File: config.mk
export PLATFORM = sky130hd
export DESIGN_NAME = lcd_mode_timing_sequencer_core
export DESIGN_NICKNAME = d
export VERILOG_FILES = /design/src/sv/lmts_pkg.sv /design/src/sv/lcd_mode_timing_sequencer_core.sv /design/src/sv/lmts_cfg.sv /design/src/sv/lmts_step.sv
export SDC_FILE = /design/constraint.sdc
export NUM_CORES = 1
export LEC_CHECK = 0
export ABC_AREA = 1
export BUFFER_PORTS_ARGS = -buffer_cell sky130_fd_sc_hd__buf_2
export CAP_MARGIN = 20
export CORE_ASPECT_RATIO = 1.75
export CORE_MARGIN = 3
export CORE_UTILIZATION = 61
export CTS_BUF_LIST = sky130_fd_sc_hd__clkbuf_4 sky130_fd_sc_hd__clkbuf_8
export DETAILED_ROUTE_END_ITERATION = 7
export GPL_ROUTABILITY_DRIVEN = 0
export PLACE_DENSITY = 0.89
export SYNTH_ARGS = -nofsm -noshare
export SYNTH_HDL_FRONTEND = slang
export SYNTH_SLANG_ARGS = --single-unit
File: constraint.sdc
create_clock -name clk_i -period 3.5 [get_ports clk_i]
set_clock_uncertainty 0.2 [all_clocks]
set_input_delay 0.875 -clock clk_i [delete_from_list [all_inputs] [get_ports clk_i]]
set_output_delay 0.875 -clock clk_i [all_outputs]
set_load 0.05 [all_outputs]
File: src/sv/lmts_pkg.sv
// Package for the LCD mode timing sequencer: mode type, timing constants,
// configuration and result structs, and the mode-to-code mapping.
// No dependencies; imported by every module of the block.
package lmts_pkg;

  localparam int unsigned DotW  = 10;
  localparam int unsigned LineW = 8;

  localparam logic [DotW-1:0] OamLen    = 10'd80;
  localparam logic [DotW-1:0] VramLen   = 10'd172;
  localparam logic [DotW-1:0] HblankLen = 10'd204;
  localparam logic [DotW-1:0] VblankLen = 10'd456;

  localparam logic [LineW-1:0] VisibleLines = 8'd144;
  localparam logic [LineW-1:0] TotalLines   = 8'd154;

  // Output codes of the mode field.
  localparam logic [1:0] CodeOam    = 2'd0;
  localparam logic [1:0] CodeVram   = 2'd1;
  localparam logic [1:0] CodeHblank = 2'd2;
  localparam logic [1:0] CodeVblank = 2'd3;

  // Configuration register indexes.
  localparam logic [1:0] RegLineCompare = 2'd0;
  localparam logic [1:0] RegIrqEnables  = 2'd1;
  localparam logic [1:0] RegIrqMaster   = 2'd2;

  // Bits of the request enable register.
  localparam int unsigned EnHblank = 0;
  localparam int unsigned EnVblank = 1;
  localparam int unsigned EnOam    = 2;
  localparam int unsigned EnCoinc  = 3;

  typedef enum logic [3:0] {
    ModeOam    = 4'b0001,
    ModeVram   = 4'b0010,
    ModeHblank = 4'b0100,
    ModeVblank = 4'b1000
  } mode_e;

  typedef struct packed {
    logic [LineW-1:0] line_compare;
    logic [3:0]       irq_enables;
    logic             irq_master;
  } cfg_t;

  typedef struct packed {
    logic [1:0]       lcd_mode;
    logic [LineW-1:0] line_number;
    logic             coincidence;
    logic             render_pulse;
    logic             stat_request;
    logic             vblank_request;
  } res_t;

  function automatic logic [1:0] mode_code(mode_e mode);
    logic [1:0] code;
    unique case (mode)
      ModeOam:    code = CodeOam;
      ModeVram:   code = CodeVram;
      ModeHblank: code = CodeHblank;
      ModeVblank: code = CodeVblank;
      default:    code = CodeOam;
    endcase
    return code;
  endfunction

endpackage

File: src/sv/lcd_mode_timing_sequencer_core.sv
// LCD mode timing sequencer, top level: input register, step logic, result
// register and handshakes. Depends on lmts_pkg, lmts_cfg and lmts_step.

// Each input beat is a tick of elapsed machine cycles; every tick yields
// exactly one result beat carrying the mode, line, coincidence flag and the
// render, status and vblank pulses. The block takes one tick per clock cycle
// while no finished result is held waiting. A tick is first held in the
// input register. When the pipeline advances, the compare-and-increment on
// the timing state registers runs and loads the result register, which
// offers the result. While a finished result waits to be taken, the input
// register still takes one more tick; further ticks are held off until the
// result drains.
// Configuration writes are taken in any cycle and should be made while the
// block is idle. There is no clearing pass after reset.
module lcd_mode_timing_sequencer_core import lmts_pkg::*; (
  input  logic             clk_i,
  input  logic             rst_ni,
  input  logic             cfg_valid_i,
  output logic             cfg_ready_o,
  input  logic [1:0]       cfg_index_i,
  input  logic [7:0]       cfg_data_i,
  input  logic             in_valid_i,
  output logic             in_ready_o,
  input  logic [7:0]       cycle_delta_i,
  output logic             out_valid_o,
  input  logic             out_ready_i,
  output logic [1:0]       lcd_mode_o,
  output logic [LineW-1:0] line_number_o,
  output logic             coincidence_o,
  output logic             render_pulse_o,
  output logic             stat_request_o,
  output logic             vblank_request_o
);

  cfg_t       cfg;
  res_t       res, res_q;
  logic       in_valid_q, out_valid_q;
  logic [7:0] delta_q;
  logic       advance, step_fire;

  assign cfg_ready_o = 1'b1;

  lmts_cfg u_cfg (
    .clk_i      (clk_i),
    .rst_ni     (rst_ni),
    .wr_en_i    (cfg_valid_i),
    .wr_index_i (cfg_index_i),
    .wr_data_i  (cfg_data_i),
    .cfg_o      (cfg)
  );

  // The pipeline moves whenever the result register is empty or drained.
  assign advance    = !out_valid_q || out_ready_i;
  assign step_fire  = in_valid_q && advance;
  assign in_ready_o = !in_valid_q || advance;

  always_ff @(posedge clk_i or negedge rst_ni) begin
    if (!rst_ni) begin
      in_valid_q <= 1'b0;
    end else if (in_ready_o) begin
      in_valid_q <= in_valid_i;
    end
  end

  always_ff @(posedge clk_i) begin
    if (in_valid_i && in_ready_o) begin
      delta_q <= cycle_delta_i;
    end
  end

  lmts_step u_step (
    .clk_i     (clk_i),
    .rst_ni    (rst_ni),
    .step_en_i (step_fire),
    .delta_i   (delta_q),
    .cfg_i     (cfg),
    .res_o     (res)
  );

  always_ff @(posedge clk_i or negedge rst_ni) begin
    if (!rst_ni) begin
      out_valid_q <= 1'b0;
    end else if (advance) begin
      out_valid_q <= in_valid_q;
    end
  end

  always_ff @(posedge clk_i) begin
    if (step_fire) begin
      res_q <= res;
    end
  end

  assign out_valid_o      = out_valid_q;
  assign lcd_mode_o       = res_q.lcd_mode;
  assign line_number_o    = res_q.line_number;
  assign coincidence_o    = res_q.coincidence;
  assign render_pulse_o   = res_q.render_pulse;
  assign stat_request_o   = res_q.stat_request;
  assign vblank_request_o = res_q.vblank_request;

  a_vblank_mode: assert property (@(posedge clk_i) disable iff (!rst_ni)
    out_valid_o && vblank_request_o |-> lcd_mode_o == CodeVblank)
    else $error("vblank request without vblank mode");

  a_render_mode: assert property (@(posedge clk_i) disable iff (!rst_ni)
    out_valid_o && render_pulse_o |-> lcd_mode_o == CodeHblank)
    else $error("render pulse outside hblank entry");

  a_line_range: assert property (@(posedge clk_i) disable iff (!rst_ni)
    out_valid_o |-> line_number_o < TotalLines)
    else $error("line number out of range");

  a_stall_cause: assert property (@(posedge clk_i) disable iff (!rst_ni)
    !in_ready_o |-> out_valid_o && !out_ready_i)
    else $error("input stalled while result register can drain");

endmodule

File: src/sv/lmts_cfg.sv
// Configuration register file of the LCD mode timing sequencer.
// Depends on lmts_pkg for the register indexes and the cfg_t struct.
module lmts_cfg import lmts_pkg::*; (
  input  logic       clk_i,
  input  logic       rst_ni,
  input  logic       wr_en_i,
  input  logic [1:0] wr_index_i,
  input  logic [7:0] wr_data_i,
  output cfg_t       cfg_o
);

  cfg_t cfg_q;
  cfg_t cfg_d;

  always_comb begin
    cfg_d = cfg_q;
    if (wr_en_i) begin
      unique case (wr_index_i)
        RegLineCompare: cfg_d.line_compare = wr_data_i[LineW-1:0];
        RegIrqEnables:  cfg_d.irq_enables  = wr_data_i[3:0];
        RegIrqMaster:   cfg_d.irq_master   = wr_data_i[0];
        default: ;
      endcase
    end
  end

  always_ff @(posedge clk_i or negedge rst_ni) begin
    if (!rst_ni) begin
      cfg_q <= '0;
    end else begin
      cfg_q <= cfg_d;
    end
  end

  assign cfg_o = cfg_q;

endmodule

File: src/sv/lmts_step.sv
// Timing state of the sequencer (dot counter, mode, line, coincidence) and
// the single-pass next-state logic for one tick. Depends on lmts_pkg.
module lmts_step import lmts_pkg::*; (
  input  logic       clk_i,
  input  logic       rst_ni,
  input  logic       step_en_i,
  input  logic [7:0] delta_i,
  input  cfg_t       cfg_i,
  output res_t       res_o
);

  logic [DotW-1:0]  dot_q, dot_d, dot_sum;
  mode_e            mode_q, mode_d;
  logic [LineW-1:0] line_q, line_d, line_inc;
  logic             coinc_q, coinc_d;
  logic             render, stat, vblank;

  assign dot_sum  = dot_q + {{(DotW-8){1'b0}}, delta_i};
  assign line_inc = line_q + {{(LineW-1){1'b0}}, 1'b1};

  always_comb begin
    dot_d   = dot_sum;
    mode_d  = mode_q;
    line_d  = line_q;
    coinc_d = coinc_q;
    render  = 1'b0;
    stat    = 1'b0;
    vblank  = 1'b0;
    unique case (mode_q)
      ModeOam: begin
        if (dot_sum >= OamLen) begin
          dot_d  = '0;
          mode_d = ModeVram;
        end
      end
      ModeVram: begin
        if (dot_sum >= VramLen) begin
          dot_d  = '0;
          mode_d = ModeHblank;
          render = 1'b1;
          stat   = cfg_i.irq_master & cfg_i.irq_enables[EnHblank];
        end
      end
      ModeHblank: begin
        if (dot_sum >= HblankLen) begin
          dot_d   = '0;
          line_d  = line_inc;
          coinc_d = (line_inc == cfg_i.line_compare);
          // The coincidence request ignores the master enable.
          stat    = coinc_d & cfg_i.irq_enables[EnCoinc];
          if (line_inc < VisibleLines) begin
            mode_d = ModeOam;
          end else begin
            mode_d = ModeVblank;
            vblank = 1'b1;
            stat   = stat | (cfg_i.irq_master & cfg_i.irq_enables[EnVblank]);
          end
        end
      end
      ModeVblank: begin
        if (dot_sum >= VblankLen) begin
          dot_d  = '0;
          line_d = line_inc;
          if (line_inc >= TotalLines) begin
            line_d = '0;
            mode_d = ModeOam;
            stat   = cfg_i.irq_master & cfg_i.irq_enables[EnOam];
          end
        end
      end
      default: mode_d = ModeOam;
    endcase
  end

  always_ff @(posedge clk_i or negedge rst_ni) begin
    if (!rst_ni) begin
      dot_q   <= '0;
      mode_q  <= ModeOam;
      line_q  <= '0;
      coinc_q <= 1'b0;
    end else if (step_en_i) begin
      dot_q   <= dot_d;
      mode_q  <= mode_d;
      line_q  <= line_d;
      coinc_q <= coinc_d;
    end
  end

  assign res_o.lcd_mode       = mode_code(mode_d);
  assign res_o.line_number    = line_d;
  assign res_o.coincidence    = coinc_d;
  assign res_o.render_pulse   = render;
  assign res_o.stat_request   = stat;
  assign res_o.vblank_request = vblank;

endmodule
==> results of run 1 <==
-- cell families (layout without fill, tap and decap cells) --
| logic type | count (synthesis) | count (layout) | share of synthesized area |
|---|---|---|---|
| adders and majority gates | 10 | 10 | 0.0350 |
| xor gates and xnor gates | 7 | 7 | 0.0182 |
| AOI/OAI and AO/OA | 23 | 23 | 0.0347 |
| and+or+nand+nor | 312 | 312 | 0.401 |
| DFF | 60 | 60 | 0.426 |
| other | 1 | 1 | 0.000990 |
| buffers and inverters | 71 | 120 | 0.0727 |
| muxes | 4 | 4 | 0.0119 |
-- state kept, by name, indices dropped and copies added, names as in the netlist, 2 cells and up --
register / cells
lcd_mode_o: 2
line_number_o: 8
delta_q: 8
u_cfg.cfg_o: 13
u_step.line_q: 8
u_step.dot_q: 10
u_step.mode_q: 4
-- layer usage --
layer / share of wire / GRT usage / up-vias
met1: 0.35 / 0.278 / 1590
met5: 0 / 0 / -
met4: 0.058 / 0.174 / 0
met3: 0.056 / 0.0558 / 57
li1: - / - / 1651
met2: 0.54 / 0.494 / 168
-- cells in the mapped netlist (2+ instances only) --
| cell | count |
|---|---|
| nand3b_1 | 2 |
| o21ai_0 | 11 |
| nor2_2 | 3 |
| nand3_2 | 12 |
| edfxtp_1 | 22 |
| buf_2 | 2 |
| xor2_1 | 2 |
| or2_2 | 3 |
| nor3_1 | 3 |
| clkbuf_1 | 5 |
| inv_1 | 59 |
| nand4_1 | 7 |
| mux2_2 | 4 |
| xnor2_1 | 4 |
| nand2_1 | 177 |
| nand2_4 | 4 |
| a31oi_1 | 2 |
| ha_1 | 9 |
| nand3_1 | 57 |
| nor2_1 | 29 |
| a21oi_1 | 6 |
| nor2_8 | 2 |
| inv_2 | 3 |
| nand2_8 | 2 |
| nand2_2 | 7 |
| dfrtp_1 | 37 |
-- final cells by class --
type,instances,area share
timing repair buffer,41,0.0500
tap,78,0.0230
clock buffer,9,0.0291
sequential,60,0.379
clock inverter,7,0.0159
multi-input combinational,357,0.446
inverter,63,0.0562
-- worst min-delay path, stage by stage, from the launching register on --
cell and delay (ns):
dfrtp_1 0.35, nand2_1 0.06, nand2_1 0.05
-- power by group through the flow --
stage / Clock (µW) / Combinational [µW] / Sequential, µW
after CTS: 624 / 2050 / 1070
after detailed placement: 0 / 2030 / 1080
after floorplan: 0 / 1460 / 1220
after global routing: 652 / 2290 / 1090
final: 610 / 2080 / 1070
after global placement: 0 / 1960 / 1070
-- stage by stage --
stage / instances / utilization / instance area (µm²) / hold slack, ns / total power [µW]
floorplan: 488 / - / 3790 / 0.249 / 2680
global placement: 599 / 0.685 / 4060 / 0.266 / 3040
detailed placement: 599 / 0.685 / 4060 / 0.273 / 3110
CTS: 615 / 0.717 / 4250 / 0.290 / 3740
global route: 615 / 0.717 / 4250 / 0.315 / 4040
finish: 615 / 0.717 / 4250 / 0.293 / 3760
-- path summary, 6_finish.rpt --
check,end,cells past startpoint
worst min register to register,u_step.dot_q[4],2
min in group asynchronous,u_step.line_q[4],1
max in group asynchronous,u_step.dot_q[6],1
worst max-delay path,lcd_mode_o[0],17
worst max register to register,lcd_mode_o[0],17
worst min-delay path,u_step.dot_q[4],2
-- cell usage in the layout, fill, tap and decap left out, types with 9 or more instances in the layout --
master and count:
inv_1 59, ha_1 9, nand3_1 57, clkbuf_8 9, o21ai_0 11, nor2_1 29
nand2_1 177, dfrtp_1 37, nand3_2 12, edfxtp_1 22, buf_2 38
==> summary.md, run 1 <==
| Metric | Value |
|---|---|
| Setup_tns | 0 ns |
| Fmax | 0.355 GHz |
| CP top delay family | simple AND/OR/NAND/NOR gates |
| Outcome | finished, final reports clean |
| Flop pwr share | 0.285 |
| Hold Vio Cnt, Final | 0 |
| Total gr overflow | 0 |
| FILL cells | 501 |
| Initial antenna violation count | 0 |
| Post-synthesis register bit count | 60 |
| Yosys Warn Count | 0 |
| Critical path class | flop to flop |
| Slew margin rel. | 0.407 |
| Crit-path most repeated cell | nand2_1 |
| Synth Area per Inst | between 7 and 8 µm² |
| Fraction of registers with async set/reset | 0.633 |
| RSZ-0062 raised after global routing | false |
| Multi-input logic area | 1900 µm² |
| H-Tree Depth | 3 |
| Row cnt | 37 |
| Synthesis-to-finish area growth | 12.3% |
| Post-CTS Hold Buffers | 0 |
| Comb power frac | 0.553 |
| Initial core utilization | 0.639 |
| Fin nets | 565 |
| Post-CTS sizing | 0 |
| Diodes inserted | 0 |
| Max-cap violations | 0 |
| Critical-path top delay cell | fa_1 |
| Core ar. | 5930 µm² |
| Clock group share of total power | 0.162 |
| Synthesized area | about 3800 µm² |
| Tmin final | approximately 2.8 ns |
| Drt first pass iters | 7 |
| DR vias | 3466 |
| Static leakage | 0.00224 µW |
| Fin crit share | 0.806 |
| Max Slew Vio Count | 0 |
| Reg2reg start | delta_q[0] |
| PD cells | a little under 900 nW/µm² |
| TritonCTS clock tree | built |
| Max Buffers Root-to-Sink | 2 |
| Post-DRT Antenna Nets | 0 |
| Top FF cell, synth | dfrtp_1 |
| Clock-pin slew on the worst setup and hold paths | about 0.070 ns |
| Final setup fails | 0 |
| # DRC | 0 |
| Fin worst setup slack | 0.680 ns |
| Chip height | 110 µm |
| Dpl ws | between 0.7 and 0.8 ns |
| Worst reg2reg setup slack | 0.68 ns |
| Max VDD drop | 0.654 mV |
| Synth top area share | 0.245 |
| DP Wirelength | 6460 µm |
| Die X | 65.6 µm |
| Worst Setup SP | delta_q[0] |
| Largest net degree at the start of global routing | 39 |
| Clk Latency, worst-skew pair | 0.35 ns |
| IO Pins | 40 |
| Via density | 5.64 |
| Number of flops mapped to enable cells by yosys | 22 |
| Syn_nets | around 520 |
| Post-synth top area cell | dfrtp_1 |
| TritonCTS Buffers | 9 |
| Crit Path Max Fanout | 9 |
| Internal power | 1890 µW |
| CP startpoint kind | flop |
| Worst path buffer plus inverter count | 3 |
| Clock Tree Root | clkbuf_8 |
| Total track usage | 0.272 |
| Clock sink count | 60 |
| FF/Latch Area | 1610 µm² |
| Vias in the first global route | 3307 |
| Slowest stage delay, CP | 0.41 ns |
| Worst-Margin Slew | 0.890 ns |
| WP data arrival | 2.72 ns |
| Cells after Synth | around 490 |
| Synth top area cells | dfrtp_1 (24%), nand2_1 (18%), edfxtp_1 (17%) |
| CP Cell Sequence | ha_1 -> inv_1 -> fa_1 -> inv_1 -> nand3_1 -> nand2_1 -> nand2_1 -> nand2_1 -> nand2_1 -> nand2_1 -> inv_2 -> nor2_8 -> nand2_8 -> nand2_8 -> nor2_4 -> nor2_2 -> nand3_1 |
| Critical Path RT | about 3.4 ns |
| Crit end category | flop |
| Port bufs | 38 |
| DRT Wirelength | 9030 µm |
| Hold_sp | u_step.dot_q[4] |
| Setup bufs post-CTS | 0 |
| Post-synth cell types | 40 |
| First-pass GRT wire length | 14800 µm |
| NetSw | approximately 1900 µW |
| Initial drt markers | ~390 |
| Hold Path Class | flop to flop |
| DR WL/cell | 14.7 µm |
| Switching Share | 0.497 |
| Die area | 7230 µm² |
| Share of cells above drive strength 1 | 0.196 |
| Register area share after synthesis | 0.426 |
No activity file was read; power rests on OpenSTA's default activity.
==> run 2: changes to the inputs <==
Clock period 3.5 ns to 2.95 ns, I/O delays scaled along.
==> run 2 against run 1 <==
  * Worst setup slack worse by 0.46 ns
  * Final cell count is 0.16% higher
  * Critical endpoint unchanged
  * Count of clock-buffer cells in the layout is 5 higher
  * Critical path depth is 2 lower
  * First-iteration DRC count is 3.4% lower
  * Global-route usage is 0.30 points higher
  * Combinational power is 18% higher
  * Register-to-register slack worse by 0.46 ns
  * Critical path type unchanged
  * Sequential cell count stayed put
  * Worst hold slack worse by 0.016 ns
  * Sequential power is 19% higher
  * Maximum frequency is 3.3% higher
==> summary.md, run 2 (synthesized netlist as in run 1, its figures left out) <==
| Metric | Value |
|---|---|
| Outcome | finished, final reports clean |
| H-Tree Depth | 3 (unchanged) |
| Post-CTS sizing | 0 (unchanged) |
| IO Pins | 40 (unchanged) |
| DRT Wirelength | 8890 µm (-1.5%) |
| # DRC | 0 (unchanged) |
| Fin worst setup slack | 0.219 ns (-0.461 ns) |
| Largest net degree at the start of global routing | 39 (unchanged) |
| Clock sink count | 60 (unchanged) |
| PD cells | 1040 nW/µm² (+18%) |
| Post-DRT Antenna Nets | 0 (unchanged) |
| Initial core utilization | 0.639 (unchanged) |
| FILL cells | 496 (-1.0%) |
| Drt first pass iters | 6 (-1) |
| TritonCTS clock tree | built |
| Setup bufs post-CTS | 0 (unchanged) |
| Via density | 5.53 (-1.9%) |
| Slew margin rel. | 0.358 (-0.0482) |
| Dpl ws | 0.228 ns (-0.526 ns) |
| Max Slew Vio Count | 0 (unchanged) |
| Tmin final | 2.73 ns (-0.0891 ns) |
| Max-cap violations | 0 (unchanged) |
| Critical-path top delay cell | fa_1 |
| Max VDD drop | 0.716 mV (+9.5%) |
| Multi-input logic area | 1900 µm² (unchanged) |
| DR WL/cell | 14.4 µm (-1.6%) |
| CP Cell Sequence | ha_1 -> inv_1 -> fa_1 -> inv_1 -> nand3_1 -> nand2_1 -> nand2_1 -> nand2_1 -> nand3_1 -> nand2_4 -> nand2_8 -> nand2_8 -> nor2_4 -> nor2_2 -> nand3_1 |
| Synthesis-to-finish area growth | 12.4% (about the same) |
| Slowest stage delay, CP | 0.41 ns (about the same) |
| WP data arrival | 2.65 ns (-0.07 ns) |
| Share of cells above drive strength 1 | 0.201 (+0.00521) |
| Crit end category | flop |
| Clock-pin slew on the worst setup and hold paths | 0.07 ns (about the same) |
| Initial drt markers | 373 (-3.4%) |
| Die X | 65.6 µm (unchanged) |
| Initial antenna violation count | 0 (unchanged) |
| Diodes inserted | 0 (unchanged) |
| Core ar. | 5930 µm² (unchanged) |
| Fmax | 0.366 GHz (+3.3%) |
| Crit Path Max Fanout | 9 (unchanged) |
| Post-DP Area | 4070 µm² (+0.18%) |
| DP Wirelength | 6410 µm (-0.65%) |
| Hold Vio Cnt, Final | 0 (unchanged) |
| Hold WS | 0.276 ns (-0.0164 ns) |
| Hold Path Class | input port to async pin |
| Largest register FFs | 13 (unchanged) |
| Worst-Margin Slew | 0.959 ns (+0.0688 ns) |
| Vias in the first global route | 3357 (+1.5%) |
| Setup_tns | 0 ns (unchanged) |
| Total track usage | 0.275 (+0.00296) |
| Clock Tree Root | clkbuf_8 |
| Clk Latency, worst-skew pair | 0.37 ns (+0.02 ns) |
| Most common cell after layout, fill and taps aside | nand2_1 |
| Die area | 7230 µm² (unchanged) |
| TritonCTS Buffers | 9 (unchanged) |
| Final core utilization | 0.718 (about the same) |
| FF/Latch Area | 1610 µm² (unchanged) |
| Fin crit share | 0.926 (+0.120) |
| Static leakage | 0.00225 µW (+0.33%) |
| RSZ-0062 raised after global routing | false |
| Most frequent cells in the layout | nand2_1 (177), inv_1 (59), nand3_1 (57) |
| CP top delay family | simple AND/OR/NAND/NOR gates |
| Final setup fails | 0 (unchanged) |
| Chip height | 110 µm (unchanged) |
| Critical path class | flop to flop |
| Total gr overflow | 0 (unchanged) |
| Fin nets | 566 (+0.18%) |
| Port bufs | 38 (unchanged) |
| Final Cell Area | 4250 µm² (about the same) |
| Post-CTS Hold Buffers | 0 (unchanged) |
| Critical Path RT | 2.87 ns (-0.53 ns) |
| First-pass GRT wire length | 14800 µm (-0.37%) |
| DR vias | 3407 (-1.7%) |
| Worst path buffer plus inverter count | 2 (-1) |
| Row cnt | 37 (unchanged) |
| CP startpoint kind | flop |
| Max Buffers Root-to-Sink | 2 (unchanged) |
## run 2: per-layer routing
| metal | GRT usage | share of wire |
|---|---|---|
| met1 | 0.261 | 0.35 |
| met2 | 0.496 | 0.54 |
| met3 | 0.0811 | 0.061 |
| met4 | 0.190 | 0.049 |
| met5 | 0 | 0 |
## run 2: cell type report
class / count / area share
Tap cell: 78 / 0.0229
Timing Repair Buffer: 42 / 0.0518
Clock inverter: 2 / 0.00294
Multi-Input combinational cell: 357 / 0.446
Clock buffer: 14 / 0.0409
Inverter: 63 / 0.0562
Sequential cell: 60 / 0.379
## run 2: final timing paths
| kind | from | end | slack (ns) | depth (start not counted) |
|---|---|---|---|---|
| min in group clk_i | u_step.dot_q[6] | u_step.dot_q[6] | 0.29 | 2 |
| min reg2reg | u_step.dot_q[6] | u_step.dot_q[6] | 0.29 | 2 |
| max reg2reg | u_step.dot_q[0] | lcd_mode_o[0] | 0.22 | 15 |
| max | u_step.dot_q[0] | lcd_mode_o[0] | 0.22 | 15 |
| min | rst_ni | u_step.dot_q[9] | 0.28 | 1 |
| max in group asynchronous | rst_ni | u_cfg.cfg_o[10] | 1.72 | 1 |
## run 2: stage by stage
| stage | power [µW] | instances |
|---|---|---|
| 2_1_floorplan | 3180 | 488 |
| 3_3_place_gp | 3600 | 600 |
| 3_5_place_dp | 3690 | 600 |
| 4_1_cts | 4400 | 616 |
| 5_1_grt | 4770 | 616 |
| 6_report | 4440 | 616 |
## run 2: worst register-to-register path, delay by kind of cell, from the launching register on
family | cells | cell delay, ns
AND/OR/NAND/NOR | 11 | 1.22
adder cells (fa/ha/maj) | 2 | 0.57
flip-flops | 1 | 0.35
buffers and inverters | 2 | 0.15
## run 2: power by group
part	internal, µW	switching (µW)	total [µW]
Clock	378	334	712
Sequential	1110	157	1270
Combinational	754	1700	2460
Total	2250	2190	4440
==> run 3: changes to the inputs <==
Settings changed: CORE_UTILIZATION 61 to 66, PLACE_DENSITY 0.89 to 0.95, SLEW_MARGIN from default to 15.
Clock period 2.95 ns to 3.25 ns, I/O delays scaled along.
==> run 3 against run 2 <==
  * Combinational power decreased by 7%
  * Routed wire length increased by 7.1%
  * Register-to-register slack improved by 0.21 ns
  * Maximum frequency fell by 3.2%
  * Final cell count down 0.97%
  * First-iteration DRC count shrank 25%
  * Global-route usage up 2.6 points
  * Critical endpoint is now u_step.dot_q[6]
==> summary.md, run 3 (synthesized netlist as in run 1, its figures left out) <==
| Metric | Value |
|---|---|
| Crit Path Max Fanout | 9 (unchanged) |
| TritonCTS Buffers | 9 (unchanged) |
| Post-DP Area | 4040 µm² (-0.68%) |
| RSZ-0062 raised after global routing | false |
| Hold Path Depth | 2 |
| Synthesis-to-finish area growth | 13.5% |
| Initial core utilization | 0.703 (+0.0640) |
| Met1 GRT Util | 0.278 (+0.0167) |
| Internal power | 2180 µW (-2.9%) |
| Port bufs | 38 (unchanged) |
| Hold Path Class | flop to flop |
| R2R Path End | u_step.dot_q[6] |
| Max Buffers Root-to-Sink | 2 (unchanged) |
| Final core utilization | 0.798 (+0.0802) |
| Slew margin rel. | 0.354 (-0.00484) |
| CP startpoint kind | flop |
| GRT busiest layer | met2 |
| NetSw | 2050 µW (-6.5%) |
| Crit-path most repeated cell | nand2_1 |
| Fin worst setup slack | 0.429 ns (+0.210 ns) |
| Diodes inserted | 0 (unchanged) |
| Die X | 63.3 µm (-3.5%) |
| Final Cell Area | 4300 µm² (+1.1%) |
| GR Layer Usage met2 | 0.554 (+0.0580) |
| Crit end category | flop |
| Setup_tns | 0 ns (unchanged) |
| Drt first pass iters | 5 (-1) |
| Post-DRT Antenna Nets | 0 (unchanged) |
| Total gr overflow | 0 (unchanged) |
| Post-CTS sizing | 0 (unchanged) |
| Row cnt | 35 (-5.4%) |
| Dpl ws | 0.528 ns (+0.300 ns) |
| Outcome | finished, final reports clean |
| Clock-pin slew on the worst setup and hold paths | 0.07 ns (about the same) |
| Worst Reg-to-Reg Cells | 15 (unchanged) |
| M3 GR Usage | 0.0729 (-0.00820) |
| Worst-Margin Slew | 0.966 ns (+0.00724 ns) |
| Hold Path End | u_step.mode_q[0] |
| Total power | 4230 µW (-4.7%) |
| Max-cap violations | 0 (unchanged) |
| Hold Vio Cnt, Final | 0 (unchanged) |
| IO Pins | 40 (unchanged) |
| PD cells | 984 nW/µm² (-5.7%) |
| Static leakage | 0.00226 µW (+0.72%) |
| Switching Share | 0.485 (-0.00923) |
| H-Tree Depth | 3 (unchanged) |
| Fmax | 0.354 GHz (-3.2%) |
| Fin crit share | 0.868 (-0.0578) |
| Critical path class | flop to flop |
| Worst path buffer plus inverter count | 3 (+1) |
| Chip height | 106 µm (-3.7%) |
| Share of cells above drive strength 1 | 0.198 (-0.00298) |
| Hold_sp | u_step.mode_q[0] |
| First-pass GRT wire length | 15500 µm (+5.1%) |
| Clock Tree Root | clkbuf_8 |
| Die area | 6720 µm² (-7.0%) |
| Max VDD drop | 0.955 mV (+33%) |
| CP Cell Sequence | ha_1 -> inv_1 -> fa_1 -> inv_1 -> nand3_1 -> nand2_1 -> nand2_1 -> nand3b_1 -> nand2_1 -> inv_2 -> nand3_4 -> nand3_2 -> nand4_2 -> nand2_1 -> nand2_1 |
| Via density | 5.72 (+3.5%) |
| Most frequent cells in the layout | nand2_1 (177), inv_1 (59), nand3_1 (57) |
| Flop pwr share | 0.272 (-0.014) |
| Reg2reg start | u_step.dot_q[0] |
| DR vias | 3492 (+2.5%) |
| Slowest stage delay, CP | 0.40 ns (about the same) |
| Final setup fails | 0 (unchanged) |
| Setup bufs post-CTS | 0 (unchanged) |
| Fin nets | 564 (-0.35%) |
| Initial antenna violation count | 0 (unchanged) |
| Clk Latency, worst-skew pair | 0.36 ns (about the same) |
| Initial drt markers | 280 (-25%) |
| Clock sink count | 60 (unchanged) |
| TritonCTS clock tree | built |
| CP top delay family | simple AND/OR/NAND/NOR gates |
| Worst reg2reg setup slack | 0.43 ns (+0.21 ns) |
| Largest register FFs | 13 (unchanged) |
| Vias in the first global route | 3490 (+4.0%) |
| Total track usage | 0.301 (+0.0257) |
| Comb power frac | 0.543 (-0.010) |
| Critical-path top delay cell | fa_1 |
| Post-CTS Hold Buffers | 0 (unchanged) |
| Clock group share of total power | 0.186 (+0.026) |
| Most common cell after layout, fill and taps aside | nand2_1 |
| Critical Path RT | 3.29 ns (+0.42 ns) |
| DR WL/cell | 15.6 µm (+8.1%) |
| Largest net degree at the start of global routing | 39 (unchanged) |
| Core ar. | 5390 µm² (-9.1%) |
| DP Wirelength | 6750 µm (+5.3%) |
| # DRC | 0 (unchanged) |
| Tmin final | 2.82 ns (+0.0900 ns) |
| WP data arrival | 2.86 ns (+0.21 ns) |
| DRT Wirelength | 9520 µm (+7.1%) |
| Max Slew Vio Count | 0 (unchanged) |
==> run 3: cell types whose count changed in the layout (fill, tap and decap cells not counted) <==
cell	before	now
bufinv_16	0	2
buf_4	4	1
clkbuf_4	3	1
buf_16	0	1
==> run 3: stage by stage <==
step / instances / hold slack, ns
after CTS: 609 / 0.286
after floorplan: 488 / 0.249
final: 610 / 0.285
after global routing: 610 / 0.308
after detailed placement: 593 / 0.270
after global placement: 593 / 0.266
==> run 3: how the worst max path moves through the flow <==
| stage | slack, ns | cells past startpoint | end | from |
|---|---|---|---|---|
| 3_3_place_gp | 0.63 | 17 | lcd_mode_o[0] | u_step.dot_q[0] |
| 3_5_place_dp | 0.53 | 15 | u_step.dot_q[1] | u_step.dot_q[0] |
| 5_1_grt | 0.19 | 15 | u_step.dot_q[4] | u_step.dot_q[0] |
| 6_report | 0.43 | 15 | u_step.dot_q[6] | u_step.dot_q[0] |
| 4_1_cts | 0.49 | 15 | u_step.dot_q[6] | u_step.dot_q[0] |
| 2_1_floorplan | 0.76 | 17 | lcd_mode_o[0] | u_step.dot_q[0] |
==> run 3: worst min-delay path: stages (launching register included) <==
cell	delay, ns
dfstp_2	0.38
nand2_1	0.06
nand2_1	0.05
==> run 3: cell type report <==
cell class / count / area [µm²]
fillers: 366 / 1090
flip-flops and latches: 60 / 1610
repair buffers: 40 / 225
inverters: 63 / 239
well taps: 74 / 92.6
clock buffers: 12 / 159
clock inverters: 4 / 72.6
multi-input cells: 357 / 1900
==> run 3: routing by layer <==
layer,share of wire,wire length (µm)
met3,0.059,566
met5,0,0
met1,0.33,3160
met4,0.063,598
met2,0.55,5190
==> run 3: power groups by stage <==
| stage | Sequential (µW) | Clock (µW) | Combinational [µW] |
|---|---|---|---|
| 2_1_floorplan | 1320 | 0 | 1570 |
| 3_3_place_gp | 1140 | 0 | 2100 |
| 3_5_place_dp | 1150 | 0 | 2200 |
| 4_1_cts | 1140 | 786 | 2230 |
| 5_1_grt | 1160 | 826 | 2500 |
| 6_report | 1150 | 786 | 2300 |
